--- src/wdlm_ram.sv ---
// ----------------------------------------------------------------------------
// wdlm_ram
// Simple dual-port synchronous RAM, one write and one registered read port.
// ----------------------------------------------------------------------------
`default_nettype none

module wdlm_ram #(
  parameter int DEPTH = 256,
  parameter int WIDTH = 8,
  parameter int AW    = $clog2(DEPTH)
) (
  input  wire logic             clk,
  input  wire logic             we,
  input  wire logic [AW-1:0]    waddr,
  input  wire logic [WIDTH-1:0] wdata,
  input  wire logic             re,
  input  wire logic [AW-1:0]    raddr,
  output logic      [WIDTH-1:0] rdata
);

  logic [WIDTH-1:0] mem [DEPTH];

  // write port
  always_ff @(posedge clk) begin
    if (we) begin
      mem[waddr] <= wdata;
    end
  end

  // read port, registered: with re set, data appears in the cycle after the address
  always_ff @(posedge clk) begin
    if (re) begin
      rdata <= mem[raddr];
    end
  end

endmodule

`default_nettype wire

--- config.mk ---
export PLATFORM = sky130hd
export DESIGN_NAME = wdlm_ram
export DESIGN_NICKNAME = d
export VERILOG_FILES = /design/src/wdlm_ram.sv
export SDC_FILE = /design/constraint.sdc
export NUM_CORES = 2
export LEC_CHECK = 0
export BUFFER_PORTS_ARGS = -buffer_cell sky130_fd_sc_hd__buf_4
export CORE_MARGIN = 2
export CORE_UTILIZATION = 55
export DETAILED_ROUTE_END_ITERATION = 8
export GPL_TIMING_DRIVEN = 0
export PLACE_DENSITY = 0.7
export SETUP_SLACK_MARGIN = 0.02
export SYNTH_ARGS = -nofsm -noshare
export SYNTH_HDL_FRONTEND = slang
export SYNTH_SLANG_ARGS = --single-unit
--- constraint.sdc ---
create_clock -name clk -period 3.3 [get_ports clk]
set_input_delay 0.33 -clock clk [delete_from_list [all_inputs] [get_ports clk]]
set_output_delay 0.33 -clock clk [all_outputs]
set_load 0.01 [all_outputs]
==> results.sh <==
export IMPL_status="finished, violations left"
export IMPL_violations="negative setup slack"
export IMPL_arrival_ns=4.26
export IMPL_worstSetupStartpointType="primary input"
export IMPL_critical_path_peak_fanout=10
export IMPL_path_cells="buf_4, buf_2, and2_1, buf_1, clkbuf_2, a22oi_1, a21oi_1, nor4_2, nor4_1"
export IMPL_core_area_um2=144000
export IMPL_power_total_mw=54.2
export IMPL_clk_pin_slew_ns=0.06
export IMPL_finalHoldViolCount=0
export IMPL_yosysWarnings=0
export IMPL_final_nets=4000
export IMPL_holdWs_ns=0.00162
export IMPL_fp_row_count=139
export IMPL_synth_area_leaders="edfxtp_1 (78%), mux4_2 (13%), mux2i_1 (1.7%), nor2_1 (1.3%), a22oi_1 (1.3%)"
export IMPL_insertion_delay_ns=0.85
export IMPL_synthDistinctLibCells=54
export IMPL_final_min_clock_period_ns=3.76
export IMPL_synth_ff_type="edfxtp_1"
export IMPL_criticalPathCategory="primary input to register"
export IMPL_async_flop_share_pct=0
export IMPL_cap_violations=0
export IMPL_cts_tree="yes"
export IMPL_crit_end="rdata[3]"
export IMPL_postRouteAntennaNets=0
export IMPL_end_kind="register"
export IMPL_dpl_hpwl_um=153000
export IMPL_grt_pass1_wl_um=319000
export IMPL_grt_max_degree=153
export IMPL_critPathSlowestCell="nor4_1"
export IMPL_fin_area_um2=89200
export IMPL_grt_setup_unrepaired="yes"
export IMPL_vias=42100
export IMPL_ir_drop_mv=0.517
export IMPL_die_y_um=385
export IMPL_yosysTopAreaCellShare_pct=77.5
export IMPL_dp_slack_ns=-1.64
export IMPL_gr_total_overflow=0
export IMPL_clock_sinks=2056
export IMPL_synth_seq_cells=2056
export IMPL_cts_buffer_depth=3
export IMPL_cts_htree_levels=4
export IMPL_antenna_found_initial=13
export IMPL_start_util_pct=55.4
export IMPL_post_cts_setup_buffers=0
export IMPL_vias_per_cell=6.95
export IMPL_r2r_end="rdata[2]"
export IMPL_syn_inst=3733
export IMPL_wire_per_inst_um=38.6
export IMPL_yosys_area_top_type="edfxtp_1"
export IMPL_grt_pass1_vias=40300
export IMPL_drc=0
export IMPL_clock_root_buffer="clkbuf_16"
export IMPL_r2r_slack_ns=0.28
export IMPL_min_path_type="primary input to register"
export IMPL_fin_ws_ns=-0.461
export IMPL_power_density_nw_per_um2=608
export IMPL_cts_made_buffers=197
export IMPL_crit_path_max_incr_delay_ns=0.81
export IMPL_reg2reg_depth=6
export IMPL_syn2layout_area_growth_pct=12.0
export IMPL_first_iter_violations=7078
export IMPL_io_buffer_count=27
export IMPL_routabilityCongestion=0.956
export IMPL_power_leakage_nw=27.5
export IMPL_relSlewSlack_pct=13.0
export IMPL_synth_edf_count=2056
export IMPL_required_ns=3.80
export IMPL_grtUsageTotal_pct=31.8
export IMPL_dr_pass1_iters=7
export IMPL_syn_nets=3760
export IMPL_ioPinCount=35
export IMPL_drive_gt1_share_pct=23.0
export IMPL_report_final_slew_viol_count=0
export IMPL_syn_area_um2=79600
export IMPL_synth_area_per_cell_um2=21.3
export IMPL_die_w_um=385
export IMPL_num_fill_cells=9805
export IMPL_clock_fmax_mhz=266
export IMPL_setup_violations=26
export IMPL_wirelength_um=233000
export IMPL_place_area_um2=82600
export IMPL_worstMarginPinSlew_ns=1.27
export IMPL_skew_ns=0.0343
export IMPL_fin_crit_sh_pct=114
export IMPL_critPathLaunch="raddr[2]"
export IMPL_die_area_um2=148000
export IMPL_rr_startpoint="mem[139][2]"
export IMPL_yosysSeqAreaShare_pct=77.5
==> routing by layer <==
metal | routed length (µm) | track usage [%] | share of wire [%] | up-vias
met3 | 32600 | 11.2 | 14 | 615
met2 | 106000 | 47.1 | 45 | 3370
met1 | 82400 | 42.7 | 35 | 21800
met5 | 158 | 0 | 0.068 | -
met4 | 12100 | 15.0 | 5.2 | 22
li1 | - | - | - | 16200
==> sequential cells by signal (all words and copies together) (netlist names) <==
register / count
mem: 2048
rdata: 8
==> per-stage QoR <==
step / utilization, % / TNS (ns) / std cells
final: 62.1 / -2.43 / 6050
after global routing: 62.1 / -0.00630 / 6038
after CTS: 62.0 / 0 / 6038
after detailed placement: 57.5 / -276.88 / 5675
after global placement: 57.2 / -594.58 / 5663
after floorplan: - / 0 / 3733
==> cell usage after synthesis, types with 3 or more instances <==
cell,count
or2_2,4
o22ai_1,28
mux2i_1,134
buf_6,21
o22a_1,5
mux4_2,454
a22oi_1,133
buf_2,31
nand2b_1,8
nor2_1,282
buf_12,8
nor4_2,3
o221ai_1,46
o211ai_1,10
clkbuf_1,111
buf_4,27
nand3_1,34
nor2b_1,31
nand4_1,10
buf_1,22
a22o_1,8
o32ai_1,4
a221oi_1,13
nor4_1,24
o21ai_0,10
edfxtp_1,2056
buf_8,13
a211oi_1,16
and2_1,6
a21oi_1,96
nor3_1,22
nand2_1,33
==> layout make-up <==
cell class                 count  area [µm²]  area share [%]
inverter                       2        7.51         0.00842
buffer                       232        1550            1.74
multi-input combinational   1442       16600            18.6
tap                         1903        2380            2.67
clock inverter               127        1210            1.35
antenna                       12        30.0          0.0337
clock buffer                 234        5090            5.71
sequential                  2056       61700            69.2
timing repair buffer          42         568           0.637
==> how the worst min path moves through the flow <==
stage          startpoint     endpoint  slack, ns  cells after the start
3_5_place_dp           re     rdata[5]       0.70                      1
3_3_place_gp           re     rdata[5]       0.70                      1
2_1_floorplan    wdata[0]    mem[0][0]       0.43                      0
4_1_cts          wdata[5]  mem[117][5]      0.009                      1
6_report         wdata[3]  mem[211][3]      0.002                      1
5_1_grt          wdata[1]  mem[230][1]       0.03                      1
==> layout by cell type (no fill, tap or decap), drive strengths merged, types with 7 or more instances in the layout <==
cell,n
edfxtp,2056
mux4,456
clkbuf,345
nor2,282
buf,152
mux2i,134
a22oi,133
clkinv,98
a21oi,96
o221ai,47
nand3,34
nand2,33
nor2b,31
o22ai,28
nor4,27
nor3,22
bufinv,18
a211oi,16
a221oi,14
diode,12
o21ai,12
nand4,10
o211ai,10
nand2b,8
a22o,8
clkdlybuf4s15,7
inv,7
==> worst max-delay path, delay by kind of cell <==
| family | cells | cell delay [ns] |
|---|---|---|
| buffers and inverters | 4 | 1.83 |
| AOI/OAI and AO/OA | 2 | 0.75 |
| and+or+nand+nor | 3 | 1.28 |
==> logic make-up after synthesis <==
kind of cell / share of synthesized area, %
AO/OA/AOI/OAI: 3.42
buffers and inverters: 1.83
flip-flops: 77.5
multiplexers: 14.6
AND/OR/NAND/NOR: 2.63
==> where the power goes <==
part           internal [mW]  leakage, nW  switching, mW
logic                  0.945         5.94           2.12
registers               28.8         18.5         0.0234
clock network           12.4         3.08           9.92
total                   42.2         27.5           12.1
==> repair_timing <==
| action | in CTS | in global routing |
|---|---|---|
| setup endpoints to repair | 8 | 20 |
| hold buffers | 3 | 0 |
| gates resized for setup | 49 | 18 |
| hold endpoints to repair | 65 | 0 |
(Power assumes the default switching activity.)
