===== src/wdlm_pkg.sv =====
// ----------------------------------------------------------------------------
// wdlm_pkg
// Shared codes, default sizes and the decision record of the wait-die lock
// manager.
// ----------------------------------------------------------------------------
`default_nettype none

package wdlm_pkg;

  // default table sizes
  localparam int NUM_LOCKS_DEF    = 256;
  localparam int NUM_CONTEXTS_DEF = 16;
  localparam int TICKET_BITS_DEF  = 32;

  // request opcodes
  localparam logic [1:0] OP_LOCK   = 2'd0;
  localparam logic [1:0] OP_TRY    = 2'd1;
  localparam logic [1:0] OP_UNLOCK = 2'd2;

  // response status codes
  localparam logic [1:0] ST_GRANTED = 2'd0;
  localparam logic [1:0] ST_ALREADY = 2'd1;
  localparam logic [1:0] ST_BACKOFF = 2'd2;
  localparam logic [1:0] ST_BUSY    = 2'd3;

  // what the decision logic asks the write-back path to do
  typedef struct packed {
    logic [1:0] status;
    logic       wake;
    logic       lock_wr;   // write the lock entry back
    logic       lock_held; // new held bit
    logic       lock_own;  // new owner is the requesting context
    logic       ctx_wr;    // write the context entry back
    logic       ctx_set;   // mark contending on this lock, else clear
  } act_t;

endpackage

`default_nettype wire


===== src/wdlm_decide.sv =====
// ----------------------------------------------------------------------------
// wdlm_decide
// Wait-die decision: from the request and the entries read from the lock and
// context tables, picks the status and the write-back actions.
// ----------------------------------------------------------------------------
`default_nettype none

module wdlm_decide #(
  parameter int LIW = 8,
  parameter int CXW = 4,
  parameter int TKW = 32
) (
  input  wire logic [1:0]         opcode,
  input  wire logic               lock_ok,
  input  wire logic               ctx_ok,
  input  wire logic [LIW-1:0]     lock_addr,
  input  wire logic [CXW-1:0]     ctx,
  input  wire logic [TKW-1:0]     tk,
  input  wire logic               ent_held,
  input  wire logic               ent_own_vld,
  input  wire logic [CXW-1:0]     ent_owner,
  input  wire logic [TKW-1:0]     ent_tk,
  input  wire logic               cnt_vld,
  input  wire logic [LIW-1:0]     cnt_lock,
  output wdlm_pkg::act_t          act
);

  logic on_this_lock;

  assign on_this_lock = cnt_vld && (cnt_lock == lock_addr);

  always_comb begin
    act        = '0;
    act.status = wdlm_pkg::ST_BUSY;
    if (lock_ok) begin
      case (opcode)
        wdlm_pkg::OP_LOCK: begin
          if (ctx_ok) begin
            if (!ent_held) begin
              // free: grant and drop a contention mark on this lock
              act.status    = wdlm_pkg::ST_GRANTED;
              act.lock_wr   = 1'b1;
              act.lock_held = 1'b1;
              act.lock_own  = 1'b1;
              act.ctx_wr    = on_this_lock;
              act.ctx_set   = 1'b0;
            end else if (ent_own_vld && (ent_owner == ctx)) begin
              act.status = wdlm_pkg::ST_ALREADY;
            end else if (!on_this_lock && ent_own_vld && (ent_tk < tk)) begin
              // younger requester against an older owner dies once
              act.status  = wdlm_pkg::ST_BACKOFF;
              act.ctx_wr  = 1'b1;
              act.ctx_set = 1'b1;
            end
          end
        end
        wdlm_pkg::OP_TRY: begin
          if (!ent_held) begin
            act.status    = wdlm_pkg::ST_GRANTED;
            act.lock_wr   = 1'b1;
            act.lock_held = 1'b1;
          end
        end
        wdlm_pkg::OP_UNLOCK: begin
          // unconditional release, owner not checked
          act.status  = wdlm_pkg::ST_GRANTED;
          act.wake    = 1'b1;
          act.lock_wr = 1'b1;
        end
        default: begin
        end
      endcase
    end
  end

endmodule

`default_nettype wire


===== config.mk =====
export PLATFORM = sky130hd
export DESIGN_NAME = wdlm_decide
export DESIGN_NICKNAME = d
export VERILOG_FILES = /design/src/wdlm_pkg.sv /design/src/wdlm_decide.sv
export SDC_FILE = /design/constraint.sdc
export NUM_CORES = 1
export LEC_CHECK = 0
export ABC_AREA = 1
export BUFFER_PORTS_ARGS = -buffer_cell sky130_fd_sc_hd__buf_4
export CAP_MARGIN = 10
export CORE_MARGIN = 5
export CORE_UTILIZATION = 39
export DETAILED_ROUTE_END_ITERATION = 6
export PLACE_DENSITY = 0.95
export SYNTH_ARGS = -nofsm -noshare
export SYNTH_HDL_FRONTEND = slang
export SYNTH_SLANG_ARGS = --single-unit

===== constraint.sdc =====
create_clock -name vclk -period 1.6
set_clock_uncertainty 0.15 [all_clocks]
set_input_delay 0.16 -clock vclk [all_inputs]
set_output_delay 0.16 -clock vclk [all_outputs]
set_load 0.05 [all_outputs]

==> metrics.md, run 1 <==
| Metric | Value |
|---|---|
| Pint | 313 uW |
| Largest net degree at the start of global routing | 5 |
| Final setup viols | 3 |
| IO buf count | 103 |
| Vias in the first global route | 1562 |
| # clk buffers | 0 |
| Grt met2 use | 40.4% |
| Slowest cell on crit path | ha_4 |
| Inserted Diodes | 0 |
| CP startpoint kind | input pin |
| Full die area | 0.00391 mm2 |
| Area Growth Syn to Fin | 101% |
| Fin area | 0.00217 mm2 |
| Commonest non-fill, non-tap cells in the layout | buf_4, inv_1, nand2_1 |
| Total power | around 560 uW |
| Crit path cell chain | buf_4 > inv_4 > ha_4 > nand2_2 > inv_2 > nand2_1 > nand2_1 > nand2_1 > nand2_1 > nand2_1 > nand2_1 > nand2_1 > nand2_1 > nand2_2 > nand2_4 > nand3_2 > nand2_4 > buf_8 |
| DP Wirelength | ~3500 um |
| Starting density of the core | 39.7% |
| First-pass GRT wire length | 6060 um |
| Register Area | 0 um2 |
| CP Class | in2out |
| Worst Hold Depth | 5 |
| Fillers | a little under 200 |
| Clock power frac | 0% |
| Routability cong. | between 0.7 and 0.8 |
| Aggregate global routing overflow | 0 |
| Final wirelength | 3670 um |
| Reg power frac | 0% |
| I/O pins | 103 |
| Tightest Pin Transition | between 0.3 and 0.4 ns |
| Worst EP required | 1.29 ns |
| Antenna violations before repair | 0 |
| Outcome | finished with violations |
| Dpl cell area | between 0.002 and 0.0025 mm2 |
| Synth Net Count | 297 |
| Failing checks | setup timing |
| Period utilization | 116% |
| Power per cell area | around 260 mW/mm2 |
| Total track usage | around 18% |
| Initial DRC Count | 23 |
| Sw Pwr | 246 uW |
| Grt peak-use layer | met2 |
| Max Freq | 541 MHz |
| Die W | 62.5 um |
| Commonest non-fill, non-tap cell in the layout | buf_4 |
| Number of detailed-route iterations in the first pass | 4 |
| WHS | about 0.6 ns |
| Tmin final | between 1.5 and 2 ns |
| FFs & Latches | 0 |
| Max incr delay on CP | around 0.26 ns |
| Postcts setup bufs | 0 |
| Max Cap Viol | 0 |
| Final WS setup | -0.248 ns |
| Finished Layout Cells | ~310 |
| Max-slew violation count | 0 |
| Core ar. | between 0.002 and 0.003 mm2 |
| Die H | 62.5 um |
| GRT met1 Usage | 15.4% |
| Row cnt | 19 |
| Worst setup EP type | output pin |
| Slew headroom | 77.5% |
| CP Max Fanout | 3 |
| GRT met3 Usage | a little over 4% |
| Switching Fraction | 44.0% |
| RSZ-0062 raised after global routing | yes |
| Worst VDD drop | 0.225 mV |
| Syn Area/Cell | 6.29 um2 |
| Synth Cell Area | approximately 0.0011 mm2 |
| Netlist cell types | 20 |
| Post-CTS Hold Fix Bufs | 0 |
| Crit-path most repeated cell | nand2_1 |
| Mapped Cells | 171 |
| Via density | 4.76 |
| Share of cells above drive strength 1 | between 50% and 60% |
| Vias | 1458 |
| Final nets | slightly above 400 |
| Seq/Total Area, Yosys | 0% |
| Combinational power share | 100.0% |
| Leak Pwr | 1.17 nW |
| Number of placed instances, taps included | 306 |
| Routed len/inst | 12.0 um |
| Worst hold path class | in2out |
| Post-route ant nets | 0 |
| Yosys warning count | 0 |
| Worst Path Arrival | 1.54 ns |
| DR DRC count | 0 |
| Hold Vio Cnt, Final | 0 |
## area by class of cell
class / instances / area [um2] / area share (%)
multi-input cells: 126 / 1130 / 52.2
well taps: 31 / 38.8 / 1.79
repair buffers: 104 / 811 / 37.4
inverters: 45 / 186 / 8.61
## metrics by stage
stage          utilization, %  setup WS [ns]  setup TNS, ns
2_1_floorplan               -         -0.138         -0.243
3_3_place_gp             77.2         -0.336         -0.811
3_5_place_dp             77.2         -0.349         -0.908
4_1_cts                  78.5         -0.273         -0.795
5_1_grt                  79.9         -0.349         -0.974
6_report                 79.9         -0.248         -0.684
## cells by family after synthesis
group	after synthesis	share of synthesized area [%]
buffers and inverters	45	15.7
adders and majority gates	31	36.0
xor gates and xnor gates	12	9.77
AOI/OAI and AO/OA	27	13.7
and+or+nand+nor	56	24.8
## routing by layer
metal | routed length [um] | part of all wire (%)
met1 | 1140 | 31
met3 | 316 | 8.6
met5 | 0 | 0
met4 | 21 | 0.57
met2 | 2200 | 60
## what timing repair did
action,4_1_cts,5_1_grt
setup endpoints to repair,3,3
gates resized for setup,10,11
hold endpoints to repair,0,0
pin swaps,2,4
## Yosys cell counts (2+ instances only)
master | instances | area share, %
nand3_1 | 2 | 0.93
nor3_1 | 2 | 0.93
nand4_1 | 5 | 2.9
a21oi_2 | 2 | 1.6
o21ai_1 | 2 | 0.93
nor2_1 | 9 | 3.1
inv_1 | 43 | 15
ha_1 | 31 | 36
xnor2_1 | 12 | 9.8
nor3_2 | 3 | 2.8
inv_2 | 2 | 0.70
nand2_1 | 31 | 11
a21oi_1 | 14 | 6.5
o21ai_0 | 7 | 3.3
## worst max-delay path, delay by kind of cell
kind	cells	cell delay [ns]
AND/OR/NAND/NOR	13	0.83
buffers and inverters	4	0.30
adder cells (fa/ha/maj)	1	0.26
## worst paths after layout
| check | startpoint | to | slack (ns) |
|---|---|---|---|
| max | tk[3] | act[6] | -0.25 |
| min | opcode[1] | act[6] | 0.58 |
## power by group through the flow
stage	logic [mW]	registers (mW)	clock network, mW
5_1_grt	0.624	0	0
4_1_cts	0.547	0	0
3_5_place_dp	0.534	0	0
2_1_floorplan	0.269	0	0
6_report	0.559	0	0
3_3_place_gp	0.512	0	0
Power figures use the tool's default switching activity.
==> run 2: changes to the inputs <==
BUFFER_PORTS_ARGS = unset   (was -buffer_cell sky130_fd_sc_hd__buf_4)
CORE_UTILIZATION = 47   (was 39)
DONT_BUFFER_PORTS = 1   (was unset)
PLACE_DENSITY = 0.73   (was 0.95)
SLEW_MARGIN = 10   (was unset)
==> metrics.md, run 2 (synthesis gave the netlist of run 1 again) <==
| Metric | Value |
|---|---|
| Die H | 57.8 um (-7.5%) |
| Period utilization | 107% (-8.7 points) |
| Number of detailed-route iterations in the first pass | 4 (unchanged) |
| Postcts setup bufs | 0 (unchanged) |
| Worst setup EP type | output pin |
| Slew headroom | 74.9% (-2.6 points) |
| Worst EP required | 1.29 ns (about the same) |
| Finished Layout Cells | 207 (-32%) |
| Final setup viols | 3 (unchanged) |
| Via density | 5.20 (+9.2%) |
| Max-slew violation count | 0 (unchanged) |
| Largest net degree at the start of global routing | 5 (unchanged) |
| CP startpoint kind | input pin |
| Routability cong. | 0.797 (+2.6%) |
| Outcome | finished with violations |
| Tightest Pin Transition | 0.373 ns (+0.0382 ns) |
| Post-route ant nets | 0 (unchanged) |
| Routed len/inst | 13.5 um (+13%) |
| Worst Path Arrival | 1.40 ns (-0.14 ns) |
| Final wirelength | 2790 um (-24%) |
| Initial DRC Count | 11 (-52%) |
| DR DRC count | 0 (unchanged) |
| Failing checks | setup timing |
| Share of cells above drive strength 1 | 29.6% (-26 points) |
| RSZ-0062 raised after global routing | yes |
| Worst hold path class | in2out |
| Vias in the first global route | 1164 (-25%) |
| I/O pins | 103 (unchanged) |
| Commonest non-fill, non-tap cell in the layout | inv_1 |
| Fin area | 0.00142 mm2 (-35%) |
| Starting density of the core | 49.1% (+9.4 points) |
| Core ar. | 0.00219 mm2 (-19%) |
| Number of placed instances, taps included | 207 (-32%) |
| Antenna violations before repair | 0 (unchanged) |
| Die W | 57.8 um (-7.5%) |
| Max Freq | 585 MHz (+8.2%) |
| Row cnt | 17 (-2) |
| Max Cap Viol | 0 (unchanged) |
| Dpl cell area | 0.00139 mm2 (-33%) |
| Vias | 1077 (-26%) |
| Final nets | 307 (-24%) |
| FFs & Latches | 0 (unchanged) |
| Post-CTS Hold Fix Bufs | 0 (unchanged) |
| Leak Pwr | 0.708 nW (-40%) |
| Inserted Diodes | 0 (unchanged) |
| CP Max Fanout | 3 (unchanged) |
| CP Class | in2out |
| Worst slack at placement | -0.178 ns (+0.171 ns) |
| Hold Vio Cnt, Final | 0 (unchanged) |
| DP Wirelength | 2750 um (-20%) |
| Aggregate global routing overflow | 0 (unchanged) |
| IO buf count | 0 (-100%) |
| Full die area | 0.00335 mm2 (-14%) |
| Worst Hold Depth | 3 (-2) |
| Worst VDD drop | 0.152 mV (-33%) |
| First-pass GRT wire length | 4550 um (-25%) |
| Power per cell area | 238 mW/mm2 (-7.7%) |
| Tmin final | 1.71 ns (-0.140 ns) |
| Final WS setup | -0.108 ns (+0.140 ns) |
| Area Growth Syn to Fin | 31.5% |
| Commonest non-fill, non-tap cells in the layout | inv_1, nand2_1, ha_1 |
| Total track usage | 16.0% (-1.8 points) |
| # clk buffers | 0 (unchanged) |
| Register Area | 0 um2 (unchanged) |
==> run 2: critical path, stage by stage <==
cell and delay (ns):
inv_1 0.02, ha_1 0.30, a21oi_1 0.16, o21ai_0 0.11
a21oi_2 0.12, nand2_1 0.07, nand2_2 0.07, nand2_4 0.07
a21oi_4 0.17, buf_12 0.15
==> run 2: worst paths after layout <==
check,start,endpoint,slack (ns)
hold / removal,opcode[1],act[6],0.42
setup / recovery,tk[17],act[1],-0.11
==> run 2: per-layer routing <==
metal	track usage (%)	wire length (um)
met5	0	0
met4	0.662	27
met1	15.7	981
met3	2.90	291
met2	35.0	1490
==> run 2: repair_timing <==
action / in CTS / in global routing
setup endpoints to repair: 3 / 3
pin swaps: 3 / 2
gates resized for setup: 5 / 2
==> run 2: cell type report <==
type | instances | area, um2
fill | 202 | 776
inverter | 45 | 184
multi-input combinational | 126 | 1110
tap | 28 | 35.0
timing repair buffer | 8 | 85.1
==> run 2: power by group <==
group	switching, mW	total [mW]	leakage, nW	internal [mW]
clock	0	0	0	0
sequential	0	0	0	0
combinational	0.181	0.337	0.708	0.156
==> run 2: through the flow <==
stage	utilization (%)	power (mW)	setup TNS, ns	hold WS [ns]
after floorplan	-	0.269	-0.243	0.366
after global placement	63.6	0.313	-0.352	0.454
after detailed placement	63.6	0.331	-0.445	0.466
after CTS	64.2	0.341	-0.406	0.435
after global routing	64.6	0.395	-0.719	0.443
final	64.6	0.337	-0.300	0.418
==> run 3: changes to the inputs <==
--- a/config.mk
+++ b/config.mk
@@ -9,8 +9,8 @@
 export CAP_MARGIN = 10
 export CORE_MARGIN = 5
-export CORE_UTILIZATION = 47
+export CORE_UTILIZATION = 65
 export DETAILED_ROUTE_END_ITERATION = 6
 export DONT_BUFFER_PORTS = 1
-export PLACE_DENSITY = 0.73
+export PLACE_DENSITY = 0.92
 export SLEW_MARGIN = 10
 export SYNTH_ARGS = -nofsm -noshare
==> constraint.sdc (replaced) <==
create_clock -name vclk -period 1.6
set_clock_uncertainty 0.15 [all_clocks]
set_input_delay 0.16 -clock vclk [all_inputs]
set_output_delay 0.16 -clock vclk [all_outputs]
set_load 0.1 [all_outputs]
==> metrics.md, run 3 (synthesis gave the netlist of run 1 again) <==
| Metric | Value |
|---|---|
| Final wirelength | 4790 um (+71%) |
| Tightest Pin Transition | 0.443 ns (+0.0706 ns) |
| Period utilization | 127% (+20 points) |
| Register Area | 0 um2 (unchanged) |
| Die W | 50.7 um (-12%) |
| CP Class | in2out |
| Worst setup EP type | output pin |
| Slew headroom | 70.1% (-4.8 points) |
| Worst hold path class | in2out |
| CP Max Fanout | 3 (unchanged) |
| Post-route ant nets | 0 (unchanged) |
| Commonest non-fill, non-tap cells in the layout | inv_1, nand2_1, ha_1 |
| Max Freq | 494 MHz (-16%) |
| DR DRC count | 0 (unchanged) |
| Max Cap Viol | 0 (unchanged) |
| IO buf count | 0 (unchanged) |
| Max-slew violation count | 0 (unchanged) |
| Area Growth Syn to Fin | 38.6% |
| Via density | 6.93 (+33%) |
| Number of placed instances, taps included | 194 (-6.3%) |
| Leak Pwr | 0.710 nW (+0.21%) |
| Share of cells above drive strength 1 | 38.8% (+9.2 points) |
| Power per cell area | 309 mW/mm2 (+29%) |
| Row cnt | 14 (-3) |
| Worst Path Arrival | 1.71 ns (+0.31 ns) |
| Routed len/inst | 24.7 um (+83%) |
| Worst EP required | 1.29 ns (about the same) |
| Worst Hold Depth | 2 (-1) |
| Worst VDD drop | 0.208 mV (+37%) |
| Final WS setup | -0.424 ns (-0.316 ns) |
| Finished Layout Cells | 194 (-6.3%) |
| First-pass GRT wire length | 6070 um (+33%) |
| Vias in the first global route | 1374 (+18%) |
| # clk buffers | 0 (unchanged) |
| Initial DRC Count | 64 (+53) |
| Worst Hold End | act[6] |
| Core ar. | 0.00154 mm2 (-30%) |
| Total track usage | 30.0% (+14 points) |
| Routability cong. | 0.725 (-9.0%) |
| Inserted Diodes | 0 (unchanged) |
| I/O pins | 103 (unchanged) |
| Final setup TNS | -1.13 ns (-0.834 ns) |
| Vias | 1344 (+25%) |
| Starting density of the core | 69.8% (+21 points) |
| RSZ-0062 raised after global routing | yes |
| Antenna violations before repair | 0 (unchanged) |
| Commonest non-fill, non-tap cell in the layout | inv_1 |
| FFs & Latches | 0 (unchanged) |
| Total power | 460 uW (+36%) |
| Full die area | 0.00257 mm2 (-23%) |
| Postcts setup bufs | 0 (unchanged) |
| Hold Vio Cnt, Final | 0 (unchanged) |
| CP startpoint kind | input pin |
| HP Start | ent_held |
| Failing checks | setup timing |
| Largest net degree at the start of global routing | 5 (unchanged) |
| Tmin final | 2.02 ns (+0.316 ns) |
| Final setup viols | 3 (unchanged) |
| Outcome | finished with violations |
| Aggregate global routing overflow | 0 (unchanged) |
| Number of detailed-route iterations in the first pass | 4 (unchanged) |
| Final nets | 306 (-0.33%) |
| Die H | 50.7 um (-12%) |
| DP Wirelength | 2710 um (-1.6%) |
[run 3: changes by cell type in the layout (fill, tap and decap cells not counted), sizes merged]
| cell | before | now |
|---|---|---|
| buf | 8 | 7 |
[run 3: worst max-delay path by stage]
stage	from	to	slack, ns	cells after the start
floorplan	tk[5]	act[0]	-0.57	13
global placement	tk[11]	act[6]	-0.26	12
detailed placement	tk[15]	act[6]	-0.33	12
CTS	tk[15]	act[6]	-0.21	14
global route	tk[23]	act[0]	-0.52	10
finish	tk[23]	act[0]	-0.42	10
[run 3: final cells by class]
class / count / area [um2]
fillers: 28 / 50.0
well taps: 16 / 20.0
inverters: 45 / 179
repair buffers: 7 / 90.1
multi-input cells: 126 / 1200
[run 3: critical path, stage by stage]
cell and delay, ns:
inv_1 0.03, ha_1 0.34, a21oi_1 0.17, o21ai_0 0.15
a21oi_2 0.15, nand2_1 0.07, nand2_1 0.08, nand2_2 0.12
nor3_4 0.23, buf_12 0.20
[run 3: through the flow]
step	cell area, um2	worst slack (ns)	utilization, %	hold WS, ns
2_1_floorplan	1110	-0.570	-	0.411
3_3_place_gp	1220	-0.259	79.4	0.493
3_5_place_dp	1220	-0.326	79.4	0.498
4_1_cts	1470	-0.210	95.2	0.491
5_1_grt	1490	-0.521	96.8	0.467
6_report	1490	-0.424	96.8	0.464
[run 3: report_power, final]
group / switching [mW] / internal, mW
clock: 0 / 0
combinational: 0.277 / 0.184
sequential: 0 / 0
total: 0.277 / 0.184
[run 3: routing by layer]
layer	track usage, %	part of all wire (%)
met4	15.7	7.6
met2	63.8	51
met3	6.51	11
met1	23.8	30
met5	0	0
[run 3: timing repair]
action / 4_1_cts / 5_1_grt
resized for setup: 47 / 7
hold buffers: 0 / 0
pin swaps: 15 / 6
setup endpoints to repair: 3 / 4
